`config.mk`:
```
export PLATFORM = sky130hd
export DESIGN_NAME = wdc_ctrl
export DESIGN_NICKNAME = d
export VERILOG_FILES = /design/src/hw/rtl/wdc_pkg.sv /design/src/hw/rtl/wdc_ctrl.sv
export SDC_FILE = /design/constraint.sdc
export NUM_CORES = 1
export LEC_CHECK = 0
export ABC_AREA = 1
export CORE_AREA = 2 2 39 41
export CTS_CLUSTER_DIAMETER = 50
export CTS_CLUSTER_SIZE = 28
export DETAILED_ROUTE_END_ITERATION = 6
export DIE_AREA = 0 0 41 43
export DONT_BUFFER_PORTS = 1
export HOLD_SLACK_MARGIN = 0.05
export SLEW_MARGIN = 20
export SYNTH_ARGS = -nofsm -noshare
export SYNTH_HDL_FRONTEND = slang
export SYNTH_SLANG_ARGS = --single-unit
```
`constraint.sdc`:
```
create_clock -name clk -period 1.25 [get_ports clk]
set_input_delay 0.25 -clock clk [delete_from_list [all_inputs] [get_ports clk]]
set_output_delay 0.25 -clock clk [all_outputs]
set_load 0.01 [all_outputs]
```
`src/hw/rtl/wdc_pkg.sv`:
```
// ----------------------------------------------------------------------------
// wdc_pkg
// Types, opcodes and line helpers for the write-back data cache.
// ----------------------------------------------------------------------------
`default_nettype none

package wdc_pkg;

    localparam int WAYS     = 4;
    localparam int LINE_W   = 128;

    // Request opcodes
    localparam logic [1:0] OP_IDLE  = 2'd0;
    localparam logic [1:0] OP_LOAD  = 2'd1;
    localparam logic [1:0] OP_STORE = 2'd2;
    localparam logic [1:0] OP_FILL  = 2'd3;

    // Access size codes
    localparam logic [1:0] SZ_BYTE = 2'd0;
    localparam logic [1:0] SZ_HALF = 2'd1;

    // Tree bits: root selects pair, low bits select way inside pair
    localparam logic [2:0] TREE_ROOT = 3'h4;
    localparam logic [2:0] TREE_LEFT = 3'h2;
    localparam logic [2:0] TREE_RGHT = 3'h1;

    typedef struct packed {
        logic [1:0]  opcode;
        logic [31:0] address;
        logic [1:0]  size_code;
        logic        is_signed;
        logic [31:0] store_value;
        logic [5:0]  rob_tag;
        logic [3:0]  mem_index;
        logic [63:0] fill_low;
        logic [63:0] fill_high;
    } req_t;

    typedef struct packed {
        logic        load_valid;
        logic [31:0] load_value;
        logic [5:0]  load_tag;
        logic [3:0]  load_slot;
        logic        read_req_valid;
        logic [31:0] read_req_addr;
        logic        write_req_valid;
        logic [31:0] write_req_addr;
        logic [63:0] wb_low;
        logic [63:0] wb_high;
        logic        busy_res;
    } res_t;

    // Controller to datapath
    typedef struct packed {
        logic clear;
        logic capture;
        logic lookup;
        logic execute;
        logic fill;
        logic nop;
        logic waiting;
    } cmd_t;

    // Datapath to controller
    typedef struct packed {
        logic clr_last;
        logic miss;
    } sts_t;

    // Mark a way most recently used
    function automatic logic [2:0] tree_touch(logic [2:0] p, logic [1:0] way);
        logic [2:0] q;
        q = p;
        if (way[1] == 1'b0) q = q | TREE_ROOT;
        else                q = q & ~TREE_ROOT;
        case (way)
            2'd0:    q = q | TREE_LEFT;
            2'd1:    q = q & ~TREE_LEFT;
            2'd2:    q = q | TREE_RGHT;
            default: q = q & ~TREE_RGHT;
        endcase
        return q;
    endfunction

    // Way the tree points at
    function automatic logic [1:0] tree_victim(logic [2:0] p);
        logic [1:0] w;
        if ((p & TREE_ROOT) != 3'd0) w = ((p & TREE_RGHT) != 3'd0) ? 2'd3 : 2'd2;
        else                         w = ((p & TREE_LEFT) != 3'd0) ? 2'd1 : 2'd0;
        return w;
    endfunction

    // Bytes of an access: one, two or four
    function automatic logic [3:0] size_mask(logic [1:0] sz);
        logic [3:0] m;
        case (sz)
            SZ_BYTE: m = 4'h1;
            SZ_HALF: m = 4'h3;
            default: m = 4'hF;
        endcase
        return m;
    endfunction

    // Read up to four bytes, offset wraps within the line, then extend
    function automatic logic [31:0] line_read(logic [LINE_W-1:0] line, logic [3:0] off,
                                              logic [1:0] sz, logic sgn);
        logic [31:0] v;
        logic [3:0]  idx;
        for (int i = 0; i < 4; i++) begin
            idx = off + 4'(i);
            v[8*i +: 8] = line[{idx, 3'b000} +: 8];
        end
        case (sz)
            SZ_BYTE: v = {{24{sgn & v[7]}}, v[7:0]};
            SZ_HALF: v = {{16{sgn & v[15]}}, v[15:0]};
            default: v = v;
        endcase
        return v;
    endfunction

    // Merge enabled store bytes into a line
    function automatic logic [LINE_W-1:0] line_merge(logic [LINE_W-1:0] line,
                                                     logic [3:0] off, logic [31:0] val,
                                                     logic [3:0] en);
        logic [LINE_W-1:0] l;
        logic [3:0]        idx;
        l = line;
        for (int i = 0; i < 4; i++) begin
            idx = off + 4'(i);
            if (en[i]) l[{idx, 3'b000} +: 8] = val[8*i +: 8];
        end
        return l;
    endfunction

endpackage

`default_nettype wire

```
`src/hw/rtl/wdc_ctrl.sv`:
```
// ----------------------------------------------------------------------------
// wdc_ctrl
// Sequencer for the data cache: clear pass, lookup, execute, fill, miss flag.
// ----------------------------------------------------------------------------
`default_nettype none

module wdc_ctrl (
    input  wire logic          clk,
    input  wire logic          rst_n,
    input  wire logic          start,
    input  wire logic [1:0]    opcode,
    output logic               busy,
    output wdc_pkg::cmd_t      cmd,
    input  wire wdc_pkg::sts_t sts
);
    import wdc_pkg::*;

    localparam logic [2:0] S_CLR  = 3'd0;
    localparam logic [2:0] S_IDLE = 3'd1;
    localparam logic [2:0] S_RD   = 3'd2;
    localparam logic [2:0] S_LOOK = 3'd3;
    localparam logic [2:0] S_EXEC = 3'd4;
    localparam logic [2:0] S_FILL = 3'd5;
    localparam logic [2:0] S_NOP  = 3'd6;

    logic [2:0] state_reg, state_next;
    logic       waiting_reg, waiting_next;
    logic       accept;
    logic       is_access;

    assign accept    = start && (state_reg == S_IDLE);
    assign is_access = (opcode == OP_LOAD) || (opcode == OP_STORE);
    assign busy      = (state_reg != S_IDLE);

    // Next state and miss flag
    always_comb
    begin
        state_next   = state_reg;
        waiting_next = waiting_reg;
        case (state_reg)
            S_CLR:
            begin
                if (sts.clr_last) state_next = S_IDLE;
            end
            S_IDLE:
            begin
                if (accept) begin
                    if (!waiting_reg && is_access)           state_next = S_RD;
                    else if (waiting_reg && opcode == OP_FILL) state_next = S_RD;
                    else                                     state_next = S_NOP;
                end
            end
            S_RD:
            begin
                state_next = waiting_reg ? S_FILL : S_LOOK;
            end
            S_LOOK:
            begin
                state_next = S_EXEC;
            end
            S_EXEC:
            begin
                waiting_next = sts.miss;
                state_next   = S_IDLE;
            end
            S_FILL:
            begin
                waiting_next = 1'b0;
                state_next   = S_IDLE;
            end
            S_NOP:
            begin
                state_next = S_IDLE;
            end
            default:
            begin
                state_next = S_IDLE;
            end
        endcase
    end

    // Commands
    always_comb
    begin
        cmd.clear   = (state_reg == S_CLR);
        cmd.capture = accept;
        cmd.lookup  = (state_reg == S_LOOK);
        cmd.execute = (state_reg == S_EXEC);
        cmd.fill    = (state_reg == S_FILL);
        cmd.nop     = (state_reg == S_NOP);
        cmd.waiting = waiting_reg;
    end

    always_ff @(posedge clk or negedge rst_n)
    begin
        if (!rst_n) begin
            state_reg   <= S_CLR;
            waiting_reg <= 1'b0;
        end else begin
            state_reg   <= state_next;
            waiting_reg <= waiting_next;
        end
    end

endmodule

`default_nettype wire

```
Word level (Yosys, flattened, before mapping)
Index checks and enable logic that the tools add are counted.
{"block": "totals", "out_inout_bits": 8, "ram_bits": 0, "mem_bits_ro": 0, "latchBits": 0, "n_memories": 0, "word_cells": 29, "input_bits": 7, "regBits": 4}
{"block": "op_classes", "shift": 0, "bitwise": 0, "div_mod_pow": 0, "magnitude_cmp": 0, "eq_ne": 12, "muxes": 7, "n_addsub": 0, "reduce_logical": 8, "mul": 0}
{"op": "3-bit two-way mux", "count": 5}
{"op": "3-bit case mux with 4 select lines", "count": 1}
{"op": "3-bit == test (second input constant)", "count": 3}
{"op": "3-bit by 2-bit == test with 1-bit output (second input constant)", "count": 2}
{"op": "2-bit == test (second input constant)", "count": 2}
{"op": "3-bit by 1-bit == test with 1-bit output (second input constant)", "count": 1}
{"op": "1-bit logical AND", "count": 3}
{"op": "3-bit zero test", "count": 1}
{"op": "3-bit by 1-bit != test with 1-bit output (second input constant)", "count": 1}
{"op": "2-bit by 1-bit == test with 1-bit output (second input constant)", "count": 1}
{"op": "2-bit by 1-bit != test with 1-bit output (second input constant)", "count": 1}
{"op": "2-bit != test (second input constant)", "count": 1}
{"op": "1-bit case mux with 2 select lines", "count": 1}
{"op": "2-bit AND reduction", "count": 1}
{"op": "2-bit nonzero test", "count": 1}
{"op": "1-bit zero test", "count": 1}
{"op": "1-bit logical OR", "count": 1}

Longest topological paths before layout
{"block": "depth", "word_depth": 6, "mapped_depth": 6, "mapped_depth_nobuf": 6}

Least setup slack after synthesis
OpenSTA, ideal clock, no wires.
{"block": "synth_path", "path_type": "register -> output", "start": "register state_reg[1]", "end": "output cmd[5] in the netlist's numbering", "t_required_ns": 1.000, "path_slack_ns": 0.142, "path_stages_with_launch": 5, "n_path_buf": 1, "arrival_time_ns": 0.858, "path_cell_list": "dfrtp_1 > nor2_2 > nand2_2 > nor2_1 > buf_4"}
{"block": "synth_between", "elab_chain_len": 2}
{"element": "start: declaration", "line": "wdc_ctrl.sv:26", "rtl": "logic [2:0] state_reg, state_next;"}
{"element": "start signal: assignment", "line": "wdc_ctrl.sv:100", "rtl": "state_reg <= state_next;"}
{"element": "3-bit by 1-bit == test with 1-bit output", "line": "wdc_ctrl.sv:31", "rtl": "assign accept = start && (state_reg == S_IDLE);"}
{"element": "1-bit logical AND", "line": "wdc_ctrl.sv:31"}
{"element": "end: declaration", "line": "wdc_ctrl.sv:13", "rtl": "output wdc_pkg::cmd_t cmd,"}
No other way between the ends.

==> results by group <==
Outcome
  – Outcome: finished with violations
  – Failing checks: setup timing

Floorplanning
  – Starting Density: around a fifth
  – Core Region: approximately 0.0014 mm²
  – Die area: roughly 0.0018 mm²
  – Die Height: 43 µm
  – Row cnt: 14
  – Chip width: a little over 40 µm
  – Ports: 15

Synth
  – Synth cell count leaders: nand2_1 (9), nor2_1 (8), dfrtp_1 (4), inv_1 (4)
  – Gate Count Post-Synth: 40
  – Yosys cell types: 16
  – Synth Cell Area: 277 µm²
  – Sequential fraction of the synthesis area: 36.2%
  – Synth area leaders: dfrtp_1 (36%), nand2_1 (12%), nor2_1 (11%)
  – Number of warning messages in the yosys log: 0
  – Yosys reg bits: 4
  – Most frequent cell after synthesis: nand2_1
  – Synth area leader: dfrtp_1
  – Async SR Flop Fraction: 100%
  – Mapped Nets: 48
  – Post-synth EDFFs: 0
  – Ys flop type: dfrtp_1
  – Post-synth top area share: 36.2%
  – Syn avg cell area: approximately 6.9 µm²

Timing
  – Worst setup margin: -0.0326 ns
  – Max Fclk: between 0.7 and 0.8 GHz
  – Clk_skew: about 0.0055 ns
  – Slew Limit Fails: 0
  – # setup viols final: 3
  – Setup TNS: -0.0665 ns
  – Worst-margin pin slew: 0.248 ns
  – Max_slew headroom: between 80% and 90%
  – Final Hold Viols: 0
  – RSZ-0062 raised after global routing: true
  – Final worst path period share: 103%
  – Hold_ws: 0.130 ns
  – Tmin final: approximately 1.3 ns

CTS
  – Worst skew pair latency: around 0.23 ns
  – Clock Sink Count: 4
  – Clock Root Buffer: clkbuf_4
  – Clk pin slew, worst setup/hold paths: 0.04 ns
  – H-tree depth: 1
  – CTS Buf Count: 3
  – CTS Buffer Depth: 2
  – CTS tree: yes

Power
  – Leakage: approximately 0.20 nW
  – Power Density: 2640 mW/mm²
  – Peak VDD IR: 0.674 mV

Worst hold path
  – Hold Crit Class: in -> reg

Setup path
  – Worst path slowest cell: dfrtp_2
  – Critical-path maximum fanout: 7
  – WP data required: 1.00 ns
  – Max incr delay on CP: 0.47 ns
  – Critical path class: reg -> out
  – CP Buf/Inv Count: 0
  – Setup crit end kind: output port
  – Crit-path most repeated cell: nor2_4
  – Crit-path cells: nor2_4 > nand2_4 > nor2_4
  – Worst Setup Start Kind: flip-flop
  – Delay-heaviest family, CP: flip-flops
  – Arrival time worst endpoint: a little over 1 ns

Global routing
  – Total grt overflow: 0
  – Largest net degree at the start of global routing: 8
  – Global-route wire length before repair: ~1300 µm
  – Vias in the first global route: 300
  – Antenna violations before repair: 0
  – Total GRT Usage: between 10% and 20%

Placement
  – Post-DP HPWL: ~500 µm
  – RePlAce Congestion: around 0.72
  – Placed inst area: approximately 280 µm²
  – DP Cell Count: between 50 and 60
  – IO Port Bufs: 0

Route
  – Via count: about 290
  – Final ANT Viol Nets: 0
  – Final wirelength: roughly 780 µm
  – Drt first pass iters: 2
  – # DRC: 0
  – Vias per cell: 4.31
  – DRT iter0 DRCs: 1
  – Routed length per instance: 11.6 µm

Cells and area
  – Final cell count without fillers: 67
  – ANT cells: 0
  – Area Overhead vs Synth: 63.8%
  – Post-Route Utilization: between 30% and 40%
  – Final nets: approximately 60
  – Layout fillers: about 150
  – Max reg flops: 3
  – Final Cell Area: 453 µm²
  – Layout cells sized above 1: about three fifths

Job
  – Maxcap violations: 0
-- layout make-up --
type / count / area, µm² / share of cell area (%)
Multi-Input combinational cell: 29 / 205 / 45.3
Sequential cell: 4 / 104 / 22.9
Clock buffer: 3 / 22.5 / 4.97
Timing Repair Buffer: 10 / 77.6 / 17.1
Tap cell: 16 / 20.0 / 4.42
Inverter: 5 / 23.8 / 5.25
-- logic make-up (layout without fill, tap and decap cells) --
kind of cell / Yosys count / in the layout / synth area share (%)
and+or+nand+nor: 24 / 24 / 38.5
buffers and inverters: 7 / 18 / 12.2
AOI/OAI and AO/OA: 4 / 4 / 8.60
DFF: 4 / 4 / 36.2
adders and majority gates: 1 / 1 / 4.52
-- through the flow --
step           total power, mW  setup slack (ns)
2_1_floorplan            0.580             0.142
3_3_place_gp             0.619             0.119
3_5_place_dp             0.631             0.107
4_1_cts                   1.12           -0.0264
5_1_grt                   1.30           -0.0891
6_report                  1.20           -0.0326
-- timing repair --
| item | in CTS | in global routing |
|---|---|---|
| hold endpoints to repair | 4 | 0 |
| pin swaps | 4 | 4 |
| endpoints found under the setup margin | 6 | 8 |
| setup buffers | 8 | 1 |
| hold buffers | 1 | 0 |
| resized for setup | 18 | 5 |
-- per-layer routing --
| layer | vias up | GRT usage, % | part of all wire (%) |
|---|---|---|---|
| met1 | 137 | 8.17 | 28 |
| met3 | 0 | 3.14 | 6.3 |
| met4 | 0 | 10.0 | 0 |
| met2 | 4 | 20.9 | 66 |
| li1 | 148 | - | - |
| met5 | - | 0 | 0 |
-- worst paths after layout --
check	from	to	slack [ns]	depth (start not counted)
setup / recovery	state_reg[1]	cmd[5]	-0.03	3
hold / removal	sts[0]	waiting_reg	0.13	2
setup reg to reg	state_reg[1]	state_reg[0]	0.02	6
hold reg to reg	state_reg[2]	state_reg[0]	0.62	2
max in group asynchronous	rst_n	state_reg[2]	0.78	1
min in group asynchronous	rst_n	waiting_reg	0.28	1
-- power by group --
group | internal, mW | switching [mW]
clock | 0.107 | 0.0502
combinational | 0.323 | 0.408
sequential | 0.193 | 0.114
-- placed cells by master, fill, tap and decap left out, types with 2 or more instances in the layout --
| master | n |
|---|---|
| buf_4 | 9 |
| clkbuf_4 | 3 |
| dfrtp_2 | 3 |
| inv_1 | 2 |
| inv_4 | 2 |
| nand2_1 | 8 |
| nor2_1 | 2 |
| nor2_4 | 7 |
| o21ai_0 | 2 |
Power figures use the tool's default switching activity.
